## config.mk

```make
export PLATFORM = sky130hd
export DESIGN_NAME = char_lcd_nibble_bus_controller_top
export DESIGN_NICKNAME = d
export VERILOG_FILES = /design/src/lcdnb_pkg.sv /design/src/char_lcd_nibble_bus_controller_top.sv /design/src/lcdnb_mem.sv /design/src/lcdnb_decode.sv
export VERILOG_INCLUDE_DIRS = /design/src /design/src/src
export SDC_FILE = /design/constraint.sdc
export NUM_CORES = 1
export LEC_CHECK = 0
export BUFFER_PORTS_ARGS = -buffer_cell sky130_fd_sc_hd__buf_2
export CAP_MARGIN = 20
export CORE_ASPECT_RATIO = 0.5
export CORE_MARGIN = 2
export CORE_UTILIZATION = 55
export DETAILED_ROUTE_END_ITERATION = 8
export PLACE_DENSITY = 0.74
export RECOVER_POWER = 50
export SYNTH_ARGS = -nofsm -noshare
export SYNTH_HDL_FRONTEND = slang
export SYNTH_HIERARCHICAL = 1
export SYNTH_SLANG_ARGS = --single-unit
```

## constraint.sdc

```tcl
create_clock -name clock -period 3.7 [get_ports clock]
set_input_delay 0.185 -clock clock [delete_from_list [all_inputs] [get_ports clock]]
set_output_delay 0.185 -clock clock [all_outputs]
set_load 0.05 [all_outputs]
```

## src/char_lcd_nibble_bus_controller_top_macros.svh

```systemverilog
// Assertion macros for the character LCD nibble bus controller.
`ifndef CHAR_LCD_NIBBLE_BUS_CONTROLLER_TOP_MACROS_SVH
`define CHAR_LCD_NIBBLE_BUS_CONTROLLER_TOP_MACROS_SVH

// Check an implication on every clock edge outside reset.
`define LCDNB_ASSERT_IMPL(lbl, ante, cons, msg) \
   lbl: assert property (@(posedge clock) disable iff (reset) (ante) |-> (cons)) \
      else $error(msg);

// Check that a condition never holds on any clock edge outside reset.
`define LCDNB_ASSERT_NEVER(lbl, cond, msg) \
   lbl: assert property (@(posedge clock) disable iff (reset) !(cond)) else $error(msg);

`endif

```

## src/lcdnb_pkg.sv

```systemverilog
// Shared types, constants and the line address map for the LCD nibble bus controller.
`default_nettype none
package lcdnb_pkg;

   localparam logic [15:0] DEVICE_ADDRESS_RESET = 16'hC000;
   localparam logic [7:0]  SPACE_CHAR           = 8'h20;
   localparam logic [7:0]  CMD_CLEAR            = 8'h01;
   localparam logic [3:0]  NIB_8BIT_MODE        = 4'h3;
   localparam logic [3:0]  NIB_4BIT_MODE        = 4'h2;
   localparam int          CLK_BIT              = 7;
   localparam int          RS_BIT               = 6;
   localparam logic [7:0]  LINE_LEN             = 8'd20;
   localparam logic [7:0]  LINE2_BASE           = 8'd64;
   localparam logic [7:0]  LINE4_BASE           = 8'd84;
   localparam logic [7:0]  LINE3_POS            = 8'd40;
   localparam logic [7:0]  LINE4_POS            = 8'd60;

   // One memory update produced by a bus write transaction.
   typedef struct packed {
      logic       wr;
      logic [6:0] pos;
      logic [7:0] chr;
      logic       clr;
   } lcdnb_write_type;

   // Map a display line address (4x20 layout) to a linear cursor position.
   function automatic logic [7:0] map_line(input logic [6:0] a);
      logic [7:0] w;
      w = {1'b0, a};
      if (w < LINE_LEN) begin
         return w;
      end else if (w >= LINE2_BASE && w < LINE4_BASE) begin
         return w - LINE2_BASE + LINE_LEN;
      end else if (w < LINE2_BASE) begin
         return w - LINE_LEN + LINE3_POS;
      end else begin
         return w - LINE4_BASE + LINE4_POS;
      end
   endfunction

endpackage
`default_nettype wire

```

## src/char_lcd_nibble_bus_controller_top.sv

```systemverilog
// Top level of the character LCD nibble bus controller.
// A transaction is accepted in idle, runs the execute step (which issues the registered
// display memory read), then loads its result into the output register, holding there
// while the output is full. No new transaction is accepted until the result is loaded.
// Reset (synchronous, active high) returns the address register to 0xC000,
// clears bus state and cursor, and drops all display valid flags (all spaces).
`default_nettype none
`include "char_lcd_nibble_bus_controller_top_macros.svh"
module char_lcd_nibble_bus_controller_top
   import lcdnb_pkg::*;
#(
   parameter int DISPLAY_CHARS = 80
) (
   input  wire logic        clock,
   input  wire logic        reset,
   // configuration
   input  wire logic        csr_wr_en,
   input  wire logic [15:0] csr_wr_data,
   // request channel
   input  wire logic        req_valid,
   output logic             req_stall,
   input  wire logic        req_command,
   input  wire logic [15:0] req_bus_address,
   input  wire logic [7:0]  req_bus_data,
   input  wire logic [6:0]  req_read_index,
   // response channel
   output logic             rsp_valid,
   input  wire logic        rsp_stall,
   output logic [7:0]       rsp_read_char,
   output logic             rsp_char_written,
   output logic [6:0]       rsp_written_pos,
   output logic [7:0]       rsp_written_char,
   output logic             rsp_display_cleared,
   output logic [7:0]       rsp_cursor_position
);

   typedef enum logic [1:0] {
      ST_IDLE,
      ST_EXEC,
      ST_LOAD
   } state_type;

   state_type       state_ff;
   logic [15:0]     dev_addr_ff;

   // transaction captured at accept
   logic            cmd_ff;
   logic [15:0]     addr_ff;
   logic [7:0]      data_ff;
   logic [6:0]      idx_ff;

   // memory update held from the execute step for the response
   lcdnb_write_type wres_ff;

   // response output register
   logic            rsp_valid_ff;
   logic [7:0]      rsp_read_char_ff;
   lcdnb_write_type rsp_wres_ff;
   logic [7:0]      rsp_cursor_ff;

   logic            req_accept;
   logic            exec_wr;
   logic            exec_rd;
   logic            slot_free;
   lcdnb_write_type dec_wres;
   lcdnb_write_type mem_wr;
   logic [7:0]      cursor;
   logic [7:0]      rd_data;

   assign req_stall  = state_ff != ST_IDLE;
   assign req_accept = req_valid && !req_stall;

   // Execute step: bus writes update decoder state and memory, reads issue the RAM read.
   assign exec_wr   = state_ff == ST_EXEC && !cmd_ff;
   assign exec_rd   = state_ff == ST_EXEC && cmd_ff;
   assign mem_wr    = exec_wr ? dec_wres : '0;
   // The output register may take a new result when empty or when drained this cycle.
   assign slot_free = !rsp_valid_ff || !rsp_stall;

   always_ff @(posedge clock) begin
      if (reset) begin
         dev_addr_ff <= DEVICE_ADDRESS_RESET;
      end else if (csr_wr_en) begin
         dev_addr_ff <= csr_wr_data;
      end
   end

   lcdnb_decode #(
      .DISPLAY_CHARS(DISPLAY_CHARS)
   ) u_decode (
      .clock       (clock),
      .reset       (reset),
      .exec        (exec_wr),
      .dev_addr    (dev_addr_ff),
      .bus_address (addr_ff),
      .bus_data    (data_ff),
      .wres        (dec_wres),
      .cursor      (cursor)
   );

   lcdnb_mem #(
      .DISPLAY_CHARS(DISPLAY_CHARS)
   ) u_mem (
      .clock   (clock),
      .reset   (reset),
      .wr      (mem_wr),
      .rd_en   (exec_rd),
      .rd_addr (idx_ff),
      .rd_data (rd_data)
   );

   // Sequencer: idle -> execute -> load result, holding in load while the output is full.
   always_ff @(posedge clock) begin
      if (reset) begin
         state_ff     <= ST_IDLE;
         rsp_valid_ff <= 1'b0;
      end else begin
         case (state_ff)
            ST_IDLE: begin
               if (req_accept) begin
                  cmd_ff   <= req_command;
                  addr_ff  <= req_bus_address;
                  data_ff  <= req_bus_data;
                  idx_ff   <= req_read_index;
                  state_ff <= ST_EXEC;
               end
               if (!rsp_stall) begin
                  rsp_valid_ff <= 1'b0;
               end
            end
            ST_EXEC: begin
               wres_ff  <= mem_wr;
               state_ff <= ST_LOAD;
               if (!rsp_stall) begin
                  rsp_valid_ff <= 1'b0;
               end
            end
            ST_LOAD: begin
               if (slot_free) begin
                  rsp_valid_ff     <= 1'b1;
                  rsp_read_char_ff <= cmd_ff ? rd_data : 8'h00;
                  rsp_wres_ff      <= wres_ff;
                  rsp_cursor_ff    <= cursor;
                  state_ff         <= ST_IDLE;
               end
            end
            default: begin
               state_ff <= ST_IDLE;
            end
         endcase
      end
   end

   assign rsp_valid           = rsp_valid_ff;
   assign rsp_read_char       = rsp_read_char_ff;
   assign rsp_char_written    = rsp_wres_ff.wr;
   assign rsp_written_pos     = rsp_wres_ff.pos;
   assign rsp_written_char    = rsp_wres_ff.chr;
   assign rsp_display_cleared = rsp_wres_ff.clr;
   assign rsp_cursor_position = rsp_cursor_ff;

   `LCDNB_ASSERT_NEVER(a_no_write_and_clear, mem_wr.wr && mem_wr.clr,
      "memory write and clear in the same cycle")
   `LCDNB_ASSERT_IMPL(a_accept_to_exec, req_accept, ##1 state_ff == ST_EXEC,
      "accepted transaction did not enter the execute step")
   `LCDNB_ASSERT_IMPL(a_read_no_update, exec_rd, mem_wr == '0,
      "display read transaction modified the memory")

endmodule
`default_nettype wire

```

## src/lcdnb_mem.sv

```systemverilog
// Display character memory with per-entry valid flags and a registered read port.
`default_nettype none
module lcdnb_mem
   import lcdnb_pkg::*;
#(
   parameter int DISPLAY_CHARS = 80
) (
   input  wire logic            clock,
   input  wire logic            reset,
   input  wire lcdnb_write_type wr,
   input  wire logic            rd_en,
   input  wire logic [6:0]      rd_addr,
   output logic [7:0]           rd_data
);
   localparam int          AW     = (DISPLAY_CHARS > 1) ? $clog2(DISPLAY_CHARS) : 1;
   localparam logic [7:0]  DEPTH  = 8'(DISPLAY_CHARS);

   logic [7:0] mem_ff [DISPLAY_CHARS];
   logic       valid_ff [DISPLAY_CHARS];
   logic [7:0] rd_word_ff;
   logic       rd_valid_ff;
   logic       rd_inrange_ff;
   logic       rd_inrange_in;

   assign rd_inrange_in = {1'b0, rd_addr} < DEPTH;

   always_ff @(posedge clock) begin
      if (wr.wr) begin
         mem_ff[wr.pos[AW-1:0]] <= wr.chr;
      end
      if (rd_en) begin
         rd_word_ff    <= mem_ff[rd_addr[AW-1:0]];
         rd_valid_ff   <= valid_ff[rd_addr[AW-1:0]];
         rd_inrange_ff <= rd_inrange_in;
      end
   end

   // Drop all valid flags on reset or clear; an invalid entry reads as a space.
   always_ff @(posedge clock) begin
      if (reset || wr.clr) begin
         for (int i = 0; i < DISPLAY_CHARS; i++) begin
            valid_ff[i] <= 1'b0;
         end
      end else if (wr.wr) begin
         valid_ff[wr.pos[AW-1:0]] <= 1'b1;
      end
   end

   assign rd_data = !rd_inrange_ff ? 8'h00 : (rd_valid_ff ? rd_word_ff : SPACE_CHAR);

endmodule
`default_nettype wire

```

## src/lcdnb_decode.sv

```systemverilog
// Nibble bus protocol decoder: clock edge detect, nibble pairing, cursor and mode state.
`default_nettype none
module lcdnb_decode
   import lcdnb_pkg::*;
#(
   parameter int DISPLAY_CHARS = 80
) (
   input  wire logic            clock,
   input  wire logic            reset,
   input  wire logic            exec,
   input  wire logic [15:0]     dev_addr,
   input  wire logic [15:0]     bus_address,
   input  wire logic [7:0]      bus_data,
   output lcdnb_write_type      wres,
   output logic [7:0]           cursor
);
   localparam logic [7:0] DEPTH = 8'(DISPLAY_CHARS);

   logic [7:0] prev_ff, prev_in;
   logic       await_ff, await_in;
   logic       mode_ff, mode_in;
   logic [3:0] held_ff, held_in;
   logic [7:0] cursor_ff, cursor_in;
   logic       rise;
   logic [3:0] nib;
   logic [7:0] full;

   assign rise = !prev_ff[CLK_BIT] && bus_data[CLK_BIT];
   assign nib  = bus_data[3:0];
   assign full = {held_ff, nib};

   always_comb begin
      prev_in   = prev_ff;
      await_in  = await_ff;
      mode_in   = mode_ff;
      held_in   = held_ff;
      cursor_in = cursor_ff;
      wres      = '0;
      if (bus_address == dev_addr) begin
         prev_in = bus_data;
         if (rise) begin
            if (bus_data[RS_BIT]) begin
               if (await_ff) begin
                  if (cursor_ff < DEPTH) begin
                     wres.wr  = 1'b1;
                     wres.pos = cursor_ff[6:0];
                     wres.chr = full;
                  end
                  cursor_in = cursor_ff + 8'd1;
               end else begin
                  held_in = nib;
               end
               await_in = !await_ff;
            end else if (await_ff) begin
               if (full == CMD_CLEAR) begin
                  wres.clr = 1'b1;
               end else if (full[7]) begin
                  cursor_in = map_line(full[6:0]);
               end
               await_in = 1'b0;
            end else if (nib == NIB_8BIT_MODE) begin
               mode_in = 1'b0;
            end else if (nib == NIB_4BIT_MODE) begin
               if (mode_ff) begin
                  held_in  = NIB_4BIT_MODE;
                  await_in = 1'b1;
               end else begin
                  mode_in = 1'b1;
               end
            end else if (mode_ff) begin
               held_in  = nib;
               await_in = 1'b1;
            end
         end
      end
   end

   always_ff @(posedge clock) begin
      if (reset) begin
         prev_ff   <= '0;
         await_ff  <= 1'b0;
         mode_ff   <= 1'b0;
         held_ff   <= '0;
         cursor_ff <= '0;
      end else if (exec) begin
         prev_ff   <= prev_in;
         await_ff  <= await_in;
         mode_ff   <= mode_in;
         held_ff   <= held_in;
         cursor_ff <= cursor_in;
      end
   end

   assign cursor = cursor_ff;

endmodule
`default_nettype wire

```

==> out/results.tsv <==
stage	metric	value	unit
drt	ant_nets	0	
sta	finalClockSkew	24.9	ps
grt	grt_pass1_wl	120000	um
placement	hpwl	50000	um
worst_setup_path	startpoint_type	flop	
clock_tree	cts_root_buffer	clkbuf_16	
clock_tree	clk_path_buf_depth	3	
clock_tree	cts_tree	yes	
sta	worstMarginPinSlew	2350	ps
drt	vias	19400	
floorplanning	dieArea	65800	sq um
placement	io_buffers	85	
floorplanning	io_pins	88	
sta	max_slew_margin	-56.9	%
clock_tree	cts_sinks	892	
drt	routed_wl	79600	um
sta	maxSlewViolCount	34	
synth	synth_nets	2077	
clock_tree	path_clk_slew	60	ps
worst_setup_path	ff2ff_path_depth	10	
worst_hold_path	hp-class	input pin to flop	
pwr	power_density	480	nW/um^2
synth	yosys_warnings	6	
grt	grt_pass1_vias	19200	
synth	syn-instance-count	2018	
pwr	vdd_ir_drop_max	0.000342	V
placement	gp_congestion	0.873	
synth	syn_area_per_cell	17.4	sq um
drt	remaining_drc_errors	0	
grt	grt_max_degree	82	
run_status	status	finished with violations	
grt	grt_overflow	0	
floorplanning	start_util	55.5	%
sta	timing.fmax	286	MHz
floorplanning	die_w	361	um
pwr	p_leak	13.4	nW
final_layout	drive_above_1_share	24.7	%
synth	syn_area	35000	sq um
floorplanning	row_count	65	
final_layout	area_growth	14.5	%
drt	wire_per_inst	25.2	um
sta	rsz0062_at_grt	false	
sta	hold_viol	0	
sta	setup_violations	0	
worst_setup_path	arrival	3820	ps
final_layout	nets	2317	
grt	antenna_found_initial	4	
run	max_cap_viol_count	1	
worst_setup_path	required	4010	ps
clock_tree	worstSkewPairLatency	620	ps
floorplanning	die_h	182	um
sta	holdWs	138	ps
sta	fin_crit	3500	ps
grt	grt_use_total	24.5	%
clock_tree	post_cts_buffers	0	
sta	min_period_over_period	94.6	%
sta	tns	0	ps
run_status	violations	capacitance limit, slew limit	
drt	dr.pass1.iters	5	
worst_hold_path	hold_depth	3	
clock_tree	cts_made_buffers	75	
worst_setup_path	path_max_fanout	18	
drt	vias_per_cell	6.14	
clock_tree	h-tree-depth	3	
worst_setup_path	cp-end-kind	flop	
floorplanning	core	63000	sq um
drt	drt_iter0_drc	2467	
worst_setup_path	critPathKind	flop to flop	
-- registers in the layout, indices dropped and copies added (netlist names), 8 cells and up --
| name | flops |
|---|---|
| addr_ff | 16 |
| dev_addr_ff | 16 |
| rsp_cursor_position | 8 |
| rsp_read_char | 8 |
| rsp_written_char | 8 |
| u_decode/cursor | 8 |
| u_mem/mem_ff | 640 |
| u_mem/rd_word_ff | 8 |
| u_mem/valid_ff | 128 |
| wres_ff | 17 |
-- final timing paths --
kind	start	slack, ps	end
min	csr_wr_en	140	dev_addr_ff[4]
max reg2reg	addr_ff[8]	200	u_mem/mem_ff[25][7]
max	addr_ff[8]	200	u_mem/mem_ff[25][7]
min reg2reg	wres_ff[3]	420	rsp_written_char[2]
-- cell type report --
class,count,area [sq um]
fillers,4332,22900
flip-flops and latches,892,25200
multi-input cells,996,9270
clock buffers,106,2220
well taps,837,1050
diodes,2,5.00
clock inverters,30,249
repair buffers,279,2080
inverters,14,52.6
-- placed cells by master (no fill, tap or decap), drive strengths merged, types with 35 or more instances in the layout --
cell         count
dfxtp          162
and2            38
mux2            60
edfxtp         730
clkbuf         158
nor2           129
dlygate4sd3     48
nand2          105
o21a            82
buf            179
o21bai          35
mux4           169
-- critical path, stage by stage, from the launching register on --
cell and delay, ps:
edfxtp_1 410, xor2_1 200, nor4_4 370, nand4_4 150, buf_4 220, nor4_1 260, and2_2 400, and2_0 230
nand2_1 460, nor2_1 270, buf_4 220
-- where the power goes --
group	leakage [nW]	total, mW	internal [mW]	switching (mW)
Combinational	4.10	0.534	0.209	0.325
Clock	1.22	7.91	4.42	3.50
Sequential	8.05	10.8	10.8	0.0271
-- per-layer routing --
layer	vias to the layer above	routed length, um	global-route usage [%]
met5	-	23	0
met4	4	1950	7.06
met3	132	7700	5.59
met2	866	36500	36.8
met1	9922	33400	36.2
li1	8460	-	-
-- what timing repair did --
action                                  CTS  global route
resized for setup                         0             6
hold endpoints to repair                 49             0
hold buffers                             48             0
endpoints found under the setup margin    0            49
-- per-stage QoR --
step	instance area (sq um)	utilization [%]	setup WS [ps]	instances	total power, mW
floorplan	35000	-	168	2018	11.3
global placement	37300	59.1	237	2970	11.5
detailed placement	37300	59.1	236	2970	11.5
CTS	40200	63.8	223	3154	19.3
global route	40100	63.6	3.50	3154	19.8
finish	40100	63.6	198	3156	19.2
Power figures use the tool's default switching activity.
